--- src/rtl/core/fpt_pkg.sv ---
// Shared types and constants for the FIFO page translation unit.
// Holds the beat structs, the controller/datapath link structs and page geometry.
// No dependencies.
`timescale 1ns / 1ps
`default_nettype none

package fpt_pkg;

	// Page geometry: both sizes are powers of two, so the page number and
	// the offset are plain bit fields of the virtual address.
	localparam int PAGE_WORDS         = 256;
	localparam int VIRTUAL_PAGES      = 256;
	localparam int OFFSET_BITS        = $clog2(PAGE_WORDS);
	localparam int PAGE_BITS          = $clog2(VIRTUAL_PAGES);
	localparam int FRAME_COUNT_DEFAULT = 16;

	localparam int VADDR_BITS = 16;
	localparam int PADDR_BITS = 12;
	localparam int FIDX_BITS  = 4;
	localparam int CNT_BITS   = 32;

	localparam logic [CNT_BITS-1:0] COUNT_MAX = '1;

	// Request modes
	localparam logic MODE_ACCESS = 1'b0;
	localparam logic MODE_CLEAR  = 1'b1;

	typedef struct packed {
		logic                  mode;
		logic [VADDR_BITS-1:0] virtual_address;
	} request_t;

	typedef struct packed {
		logic                  hit;
		logic [PADDR_BITS-1:0] physical_address;
		logic [FIDX_BITS-1:0]  frame_index;
		logic [PAGE_BITS-1:0]  evicted_page;
		logic [PAGE_BITS-1:0]  loaded_page;
		logic [CNT_BITS-1:0]   reference_count;
		logic [CNT_BITS-1:0]   fault_count;
	} result_t;

	// Controller to datapath
	typedef struct packed {
		logic capture;  // take the input beat and register the tag compare
		logic commit;   // resolve, update table and counts, load the result
	} ctrl_cmd_t;

	// Datapath to controller
	typedef struct packed {
		logic out_free; // result register can take a new beat this cycle
	} dp_status_t;

endpackage

`default_nettype wire

--- src/rtl/core/fpt_ctrl.sv ---
// Controller state machine for the FIFO page translation unit.
// Sequences capture and commit of one request; depends on fpt_pkg.
`timescale 1ns / 1ps
`default_nettype none

module fpt_ctrl (
	input  wire logic              clk,
	input  wire logic              arst_n,
	input  wire logic              in_valid,
	output logic                   in_stall,
	input  wire fpt_pkg::dp_status_t status,
	output fpt_pkg::ctrl_cmd_t     cmd
);

	localparam logic ST_IDLE   = 1'b0;
	localparam logic ST_COMMIT = 1'b1;

	logic state_q;
	logic state_next;

	always_comb begin
		cmd.capture = 1'b0;
		cmd.commit  = 1'b0;
		state_next  = state_q;
		case (state_q)
			ST_IDLE: begin
				if (in_valid) begin
					cmd.capture = 1'b1;
					state_next  = ST_COMMIT;
				end
			end
			ST_COMMIT: begin
				// hold until the result register can take the beat
				if (status.out_free) begin
					cmd.commit = 1'b1;
					state_next = ST_IDLE;
				end
			end
			default: state_next = ST_IDLE;
		endcase
	end

	assign in_stall = (state_q != ST_IDLE);

	always_ff @(posedge clk or negedge arst_n) begin
		if (!arst_n) begin
			state_q <= ST_IDLE;
		end else begin
			state_q <= state_next;
		end
	end

endmodule

`default_nettype wire

--- src/rtl/core/fpt_datapath.sv ---
// Datapath of the FIFO page translation unit: frame owner table, tag compare,
// victim pointer, saturating counts and the result register. Depends on fpt_pkg.
`timescale 1ns / 1ps
`default_nettype none

module fpt_datapath #(
	parameter int FRAME_COUNT = fpt_pkg::FRAME_COUNT_DEFAULT
) (
	input  wire logic               clk,
	input  wire logic               arst_n,
	input  wire fpt_pkg::request_t  in_data,
	input  wire fpt_pkg::ctrl_cmd_t cmd,
	output fpt_pkg::dp_status_t     status,
	output logic                    out_valid,
	input  wire logic               out_stall,
	output fpt_pkg::result_t        out_data
);

	localparam int FW    = $clog2(FRAME_COUNT);
	localparam int PB    = fpt_pkg::PAGE_BITS;
	localparam int OB    = fpt_pkg::OFFSET_BITS;
	localparam int CB    = fpt_pkg::CNT_BITS;
	localparam logic [FW-1:0] LAST_FRAME = FW'(FRAME_COUNT - 1);

	logic [PB-1:0]          owner_q [FRAME_COUNT];
	logic [FW-1:0]          victim_q;
	logic [CB-1:0]          access_q;
	logic [CB-1:0]          fault_q;
	logic                   out_valid_q;
	fpt_pkg::result_t       out_q;

	logic                   mode_s1;
	logic [PB-1:0]          page_s1;
	logic [OB-1:0]          offset_s1;
	logic [FRAME_COUNT-1:0] match_s1;

	logic [PB-1:0]          in_page;
	logic                   found;
	logic [FW-1:0]          hit_frame;
	logic [FW-1:0]          frame;
	logic [31:0]            phys_wide;
	logic [31:0]            frame_wide;
	logic [CB-1:0]          access_inc;
	logic [CB-1:0]          fault_inc;
	fpt_pkg::result_t       result;

	assign in_page = in_data.virtual_address[OB +: PB];

	// lowest matching frame wins
	always_comb begin
		found     = 1'b0;
		hit_frame = '0;
		for (int i = FRAME_COUNT - 1; i >= 0; i--) begin
			if (match_s1[i]) begin
				found     = 1'b1;
				hit_frame = FW'(i);
			end
		end
	end

	assign frame      = found ? hit_frame : victim_q;
	assign phys_wide  = 32'({frame, offset_s1});
	assign frame_wide = 32'(frame);
	assign access_inc = (access_q == fpt_pkg::COUNT_MAX) ? access_q : access_q + 1'b1;
	assign fault_inc  = (fault_q == fpt_pkg::COUNT_MAX) ? fault_q : fault_q + 1'b1;

	always_comb begin
		result = '0;
		if (mode_s1 == fpt_pkg::MODE_ACCESS) begin
			result.hit              = found;
			result.physical_address = phys_wide[fpt_pkg::PADDR_BITS-1:0];
			result.frame_index      = frame_wide[fpt_pkg::FIDX_BITS-1:0];
			result.evicted_page     = found ? '0 : owner_q[victim_q];
			result.loaded_page      = found ? '0 : page_s1;
			result.reference_count  = access_inc;
			result.fault_count      = found ? fault_q : fault_inc;
		end
	end

	assign status.out_free = !out_valid_q || !out_stall;

	// capture stage: register the request and compare it against every frame
	always_ff @(posedge clk) begin
		if (cmd.capture) begin
			mode_s1   <= in_data.mode;
			page_s1   <= in_page;
			offset_s1 <= in_data.virtual_address[OB-1:0];
			for (int i = 0; i < FRAME_COUNT; i++) begin
				match_s1[i] <= (owner_q[i] == in_page);
			end
		end
	end

	always_ff @(posedge clk or negedge arst_n) begin
		if (!arst_n) begin
			for (int i = 0; i < FRAME_COUNT; i++) begin
				owner_q[i] <= PB'(i);
			end
			victim_q    <= '0;
			access_q    <= '0;
			fault_q     <= '0;
			out_valid_q <= 1'b0;
		end else begin
			if (cmd.commit) begin
				if (mode_s1 == fpt_pkg::MODE_CLEAR) begin
					access_q <= '0;
					fault_q  <= '0;
				end else begin
					access_q <= access_inc;
					if (!found) begin
						fault_q           <= fault_inc;
						owner_q[victim_q] <= page_s1;
						victim_q          <= (victim_q == LAST_FRAME) ? '0 : victim_q + 1'b1;
					end
				end
				out_valid_q <= 1'b1;
			end else if (!out_stall) begin
				out_valid_q <= 1'b0;
			end
		end
	end

	always_ff @(posedge clk) begin
		if (cmd.commit) begin
			out_q <= result;
		end
	end

	assign out_valid = out_valid_q;
	assign out_data  = out_q;

endmodule

`default_nettype wire

--- src/rtl/core/fifo_page_translation_unit.sv ---
// FIFO page translation unit, top level.
// Joins the controller (fpt_ctrl) and the datapath (fpt_datapath); uses fpt_pkg.
//
// Usage:
//   Input channel (in_valid / in_stall / in_data): one request beat. mode 0
//   translates virtual_address, mode 1 clears the reference and fault counts.
//   Output channel (out_valid / out_stall / out_data): one result beat per
//   request, in request order.
//   A request is registered and compared against every frame when it is
//   accepted, then committed into the result register once that register
//   can take it. in_stall stays high until the commit, so a new request is
//   accepted only after the previous one has committed.
//   While a result waits on out_stall, the next request is still accepted and
//   compared; its commit holds until the result register is taken.
//   Reset (arst_n low) empties the result register, sets frame i to hold
//   page i, the victim pointer to frame 0 and both counts to 0; no clearing
//   pass follows, the first request is taken right after reset.
//   On a fault the frame under the victim pointer is reused round-robin.
`timescale 1ns / 1ps
`default_nettype none

module fifo_page_translation_unit #(
	parameter int FRAME_COUNT = fpt_pkg::FRAME_COUNT_DEFAULT
) (
	input  wire logic              clk,
	input  wire logic              arst_n,
	input  wire logic              in_valid,
	output logic                   in_stall,
	input  wire fpt_pkg::request_t in_data,
	output logic                   out_valid,
	input  wire logic              out_stall,
	output fpt_pkg::result_t       out_data
);

	fpt_pkg::ctrl_cmd_t  cmd;
	fpt_pkg::dp_status_t status;

	// sequence each request: capture with compare, then commit
	fpt_ctrl u_ctrl (
		.clk      (clk),
		.arst_n   (arst_n),
		.in_valid (in_valid),
		.in_stall (in_stall),
		.status   (status),
		.cmd      (cmd)
	);

	// table, victim pointer, counts and result register
	fpt_datapath #(
		.FRAME_COUNT (FRAME_COUNT)
	) u_datapath (
		.clk       (clk),
		.arst_n    (arst_n),
		.in_data   (in_data),
		.cmd       (cmd),
		.status    (status),
		.out_valid (out_valid),
		.out_stall (out_stall),
		.out_data  (out_data)
	);

endmodule

`default_nettype wire
--- config.mk ---
export PLATFORM = sky130hd
export DESIGN_NAME = fifo_page_translation_unit
export DESIGN_NICKNAME = d
export VERILOG_FILES = /design/src/rtl/core/fpt_pkg.sv /design/src/rtl/core/fpt_ctrl.sv /design/src/rtl/core/fpt_datapath.sv /design/src/rtl/core/fifo_page_translation_unit.sv
export SDC_FILE = /design/constraint.sdc
export NUM_CORES = 1
export LEC_CHECK = 0
export ABC_AREA = 1
export BUFFER_PORTS_ARGS = -buffer_cell sky130_fd_sc_hd__buf_2
export CORE_UTILIZATION = 39
export DETAILED_ROUTE_END_ITERATION = 10
export PLACE_DENSITY = 0.59
export SLEW_MARGIN = 20
export SYNTH_ARGS = -nofsm -noshare
export SYNTH_HDL_FRONTEND = slang
export SYNTH_SLANG_ARGS = --single-unit
--- constraint.sdc ---
create_clock -name clk -period 3.67 [get_ports clk]
set_input_delay 0.367 -clock clk [delete_from_list [all_inputs] [get_ports clk]]
set_output_delay 0.367 -clock clk [all_outputs]
set_load 0.03 [all_outputs]
# Yosys cells after proc, flatten, opt, wreduce, memory -nomap -nowiden
# Index checks and enable logic that the tools add are counted.
# Widths: inputs -> output; s select.
[totals] ff_bits=328 inputBits=21 output_inout_bits=99 word_cells=120
[classes] addsub=3 n_lt_le_gt_ge=2 n_eq_ne=20 n_mux=53 bitwise=4 n_reduce_logical=6
[op_table] cell="$mux 32" n=5
[op_table] cell="$bwmux 128" n=1
[op_table] cell="$eq 8x8->1" n=16
[op_table] cell="$mux 4" n=18
[op_table] cell="$add 32x1->32 const B" n=2
[op_table] cell="$eq 32x32->1 const B" n=2
[op_table] cell="$bmux 8 s4" n=1
[op_table] cell="$demux 8 s4" n=1
[op_table] cell="$mux 8" n=3
[op_table] cell="$mux 1" n=23
[op_table] cell="$ge 5x5->1 const B" n=1
[op_table] cell="$lt 5x1->1 const B" n=1
[op_table] cell="$not 4->5" n=1
[op_table] cell="$add 4x1->4 const B" n=1
[op_table] cell="$eq 4x4->1 const B" n=1
[op_table] cell="$not 1->1" n=3
[op_table] cell="$reduce_and 3->1" n=1
[op_table] cell="$logic_not 1->1" n=2
[op_table] cell="$ne 2x1->1 const B" n=1
[op_table] cell="$pmux 1 s2" n=1
[op_table] cell="$reduce_or 2->1" n=1
[op_table] cell="$logic_and 1x1->1" n=1
[op_table] cell="$logic_or 1x1->1" n=1

# Longest topological paths before layout
[depth] word_depth=18 depth_mapped=17 mapped_depth_nobuf=17

# By module
# A second synthesis with hierarchy kept.
[unflattened] cells_unflattened=1957 area_unflattened_um2=17007.6
[by_module_without_submodules] module="fpt_datapath" n_inst=1 cells_each=1948 area_each_um2=16947.5 seq_area_each_um2=8753.4
[by_module_without_submodules] module="fpt_ctrl" n_inst=1 cells_each=9 area_each_um2=60.1 seq_area_each_um2=25.0

# Worst setup path after synthesis
# Ideal clock, no wire load.
[synth_path] kind="reg2reg" start="reg u_datapath.out_valid_q (netlist: u_datapath.out_valid)" end="reg u_datapath.out_q, in the netlist u_datapath.out_data[0], enable pin" setup_time_ns=0.413 t_arrival_ns=2.345 required_ns=3.257 setup_slack_ns=0.913 path_stages_with_launch=6 path_buffers=2 period_less_slack_ns=2.757 path_cell_list="dfrtp_1 nand2_1 nand2_1 inv_1 clkbuf_1 buf_2"
[synth_lines] element="start: declaration" line="fpt_datapath.sv:29" source="logic out_valid_q;"
[synth_lines] element="start signal: assignment" line="fpt_datapath.sv:102" source="out_valid_q <= 1'b0;"
[synth_lines] element="start signal: assignment" line="fpt_datapath.sv:116" source="out_valid_q <= 1'b1;"
[synth_lines] element="start signal: assignment" line="fpt_datapath.sv:118" source="out_valid_q <= 1'b0;"
[synth_lines] element="end signal: assignment" line="fpt_datapath.sv:125" source="out_q <= result;"
[synth_lines] element="end: declaration" line="fpt_datapath.sv:30" source="fpt_pkg::result_t out_q;"

# Worst setup path in the final report
[layout_path] start="reg u_datapath.match_s1[14]" end="reg u_datapath.out_q, in the netlist u_datapath.out_data[9], data pin"
[layout_via] elab_chain_cells=16
[layout_rtl] element="start: declaration" line="fpt_datapath.sv:35" source="logic [FRAME_COUNT-1:0] match_s1;"
[layout_rtl] element="start signal: indexed assignment" line="fpt_datapath.sv:89" source="match_s1[i] <= (owner_q[i] == in_page);"
[layout_rtl] element="$mux 1 (15 in series)" line="fpt_datapath.sv:54" source="if (match_s1[i]) begin"
[layout_rtl] element="$mux 32"
# No other way between the ends.
# A chain may end at the register's enable or synchronous reset.

==> run metrics <==
status completed; post-route cell area 0.01934 mm2; ys async rst share 61.11%; reg-to-reg startpoint u_datapath.match_s1[14]$_DFFE_PP_; dpl ws 1080 ps; gr usage total 20.79%; later-pin clock latency in the skew report 560 ps; Placeable Area 0.04317 mm2; top_reg_cell synth dfrtp_1; area grow syn2layout 13.05%; register area share after synthesis about 51%; largest net degree at the start of global routing approximately 110; post_cts resized 0; Final Skew ~30 ps; Reg clk slew, reported paths 60 ps; Net Sw Frac 32.66%; clock power share 35.6%; Final min period 2585 ps; reg2reg end u_datapath.out_data[9]$_SDFFCE_PP0P_; Peak VDD IR 0.0003185 V; final count of hold timing violations 0; worst path required time 3990 ps; antenna violations before repair 2; grt total ovfl 0; Final Setup Violations 0; antenna-violating nets left 0; first-pass GRT wire length around 72 mm; Pre-antenna DRT Iters 8; count of different cell masters after synthesis 47; RSZ-0062 raised after global routing false; Die Wd 211.4 um; sequential share of power approximately 44%; # hold bufs at CTS 10; Mapped Nets 1954; Site Rows 76; PD cells around 530 mW/mm2; Die H approximately 210 um; I/O pin cnt 120; Slew @ Worst Pin 924.5 ps; DR iter-0 viols around 1100; relative slew slack 38.30%; Post-route DRC 0; DR WL/cell roughly 17 um; Via-to-Cell Ratio 5.110; Worst EP arrival slightly below 3000 ps; max-slew violations 0; Logic pwr share 20.4%; worst setup margin 1085 ps; Worst setup SP type flip-flop; Post-Syn Instances 1927; CTS tree yes; Crit Path Category flip-flop to flip-flop; vias in the first global route 12850; layout cells sized above 1 15.85%; FF-to-FF setup slack 1090 ps; CP endpoint kind flip-flop; P_leak between 0.008 and 0.009 uW; post-detail-place hpwl around 31 mm; Worst R2R Path Depth 10; CTS Sinks 324; commonest non-fill, non-tap cell in the layout nand2_1; Int Pwr 6854 uW; maximum fanout along the worst path 25; Post-Syn Area per Cell 8.878 um2; min-delay src out_stall; post-synthesis register bit count approximately 320; Fmax between 300 and 400 MHz; Initial Util 39.63%; H-tree depth 2; Synth warnings 0; most frequent cells in the layout nand2_1, dfrtp_1, nor2_1, o21ai_0, inv_1; CTS root buffer clkbuf_16; die area 0.04471 mm2; Post-Syn Area about 0.017 mm2; Final GP Congestion about 0.93; max-cap violation count 0; Hold Path Class input pin to flip-flop; Buffers on Ports 119; Hold Crit Endpoint u_datapath.out_valid$_DFFE_PN0P_; P_sw about 3300 uW; final core utilization 44.80%; EDFF count, synth 126; NumNets Final 2037; Final period util a little over two thirds; Post-CTS Setup Bufs 0; setup TNS 0 ps; Max Buffers Root-to-Sink 3; Placed Area 0.01805 mm2; final wirelength 45.75 mm; vias 13410; Num CTS Buffers 36; hold depth 3
==> per-layer routing <==
layer	routed length [um]	GRT usage, %	up-vias
li1	-	-	6579
met1	21690	29.51	6413
met2	20670	32.67	357
met3	2461	3.575	65
met4	923	5.572	0
met5	0	0	-
==> per-stage QoR <==
| step | instances | hold WS [ps] | power (uW) |
|---|---|---|---|
| after floorplan | 1927 | 71.41 | 5892 |
| after global placement | 2546 | 364.8 | 6606 |
| after detailed placement | 2546 | 365.5 | 6622 |
| after CTS | 2622 | 11.38 | 10280 |
| after global routing | 2623 | 62.28 | 10600 |
| final | 2625 | 39.74 | 10180 |
==> worst max-delay path by stage <==
stage	slack, ps	startpoint	end	depth (start not counted)
6_report	1090	u_datapath.match_s1[14]$_DFFE_PP_	u_datapath.out_data[9]$_SDFFCE_PP0P_	10
5_1_grt	880	u_datapath.access_q[0]$_DFFE_PN0P_	u_datapath.access_q[0]$_DFFE_PN0P_	9
4_1_cts	1070	u_datapath.match_s1[3]$_DFFE_PP_	u_datapath.out_data[9]$_SDFFCE_PP0P_	9
3_5_place_dp	1080	u_datapath.match_s1[3]$_DFFE_PP_	u_datapath.out_data[9]$_SDFFCE_PP0P_	9
3_3_place_gp	1180	u_datapath.match_s1[14]$_DFFE_PP_	u_datapath.out_data[17]$_SDFFCE_PP0P_	10
2_1_floorplan	910	u_datapath.out_valid$_DFFE_PN0P_	u_datapath.out_data[0]$_SDFFCE_PP0P_	5
==> cell families after synthesis <==
logic type / after synthesis / synth area share, %
compound gates: 350 / 11.45
xor+xnor: 139 / 7.116
fa+ha+maj: 6 / 0.4388
buf+inv: 243 / 6.400
flops: 324 / 51.31
simple gates: 865 / 23.28
==> synthesized netlist by cell type, drive strengths merged, types with 6 or more instances <==
cell type | instances | area (um2)
a21oi | 49 | 252.8
a41oi | 8 | 70.07
and2 | 11 | 68.82
buf | 44 | 327.8
clkbuf | 59 | 241.5
dfrtp | 166 | 4154
dfstp | 32 | 840.8
edfxtp | 126 | 3784
ha | 6 | 75.07
inv | 139 | 521.8
nand2 | 491 | 1989
nand3 | 56 | 280.3
nand4 | 56 | 380.4
nor2 | 154 | 679.4
nor3 | 44 | 245.2
nor4 | 18 | 112.6
o21ai | 264 | 1449
o22ai | 24 | 150.1
or2 | 26 | 165.2
xnor2 | 65 | 569.3
xor2 | 74 | 648.1
==> critical path, cell delays in order, from the launching register on <==
cell and delay, ps:
edfxtp_1 380, or2_4 280, nor2_4 90, nand2_2 60, nor2_4 110, nand2_4 150, inv_1 620, buf_4 340
nand4_1 120, nand3_1 120, inv_1 40
==> registers in the layout (all words and copies together), names as in the netlist, 4 cells and up <==
register	flops
u_datapath.out_data	93
u_datapath.match_s1	16
u_datapath.owner_q	128
u_datapath.fault_q	32
u_datapath.offset_s1	8
u_datapath.page_s1	8
u_datapath.access_q	32
u_datapath.victim_q	4
==> power by group through the flow <==
| stage | clock network (uW) | logic [uW] | registers, uW |
|---|---|---|---|
| after floorplan | 0 | 707 | 5180 |
| after global placement | 0 | 2070 | 4540 |
| after detailed placement | 0 | 2080 | 4540 |
| after CTS | 3710 | 2090 | 4480 |
| after global routing | 3840 | 2240 | 4520 |
| final | 3630 | 2080 | 4470 |
==> layout make-up <==
| type | count | area [um2] |
|---|---|---|
| antenna | 2 | 5.005 |
| clock buffer | 52 | 1012 |
| clock inverter | 14 | 146.4 |
| fill | 4296 | 23830 |
| inverter | 140 | 530.5 |
| multi-input combinational | 1360 | 7242 |
| sequential | 324 | 8780 |
| tap | 585 | 732.0 |
| timing repair buffer | 148 | 892.1 |
Note: power is estimated with default switching activity, not from simulation.
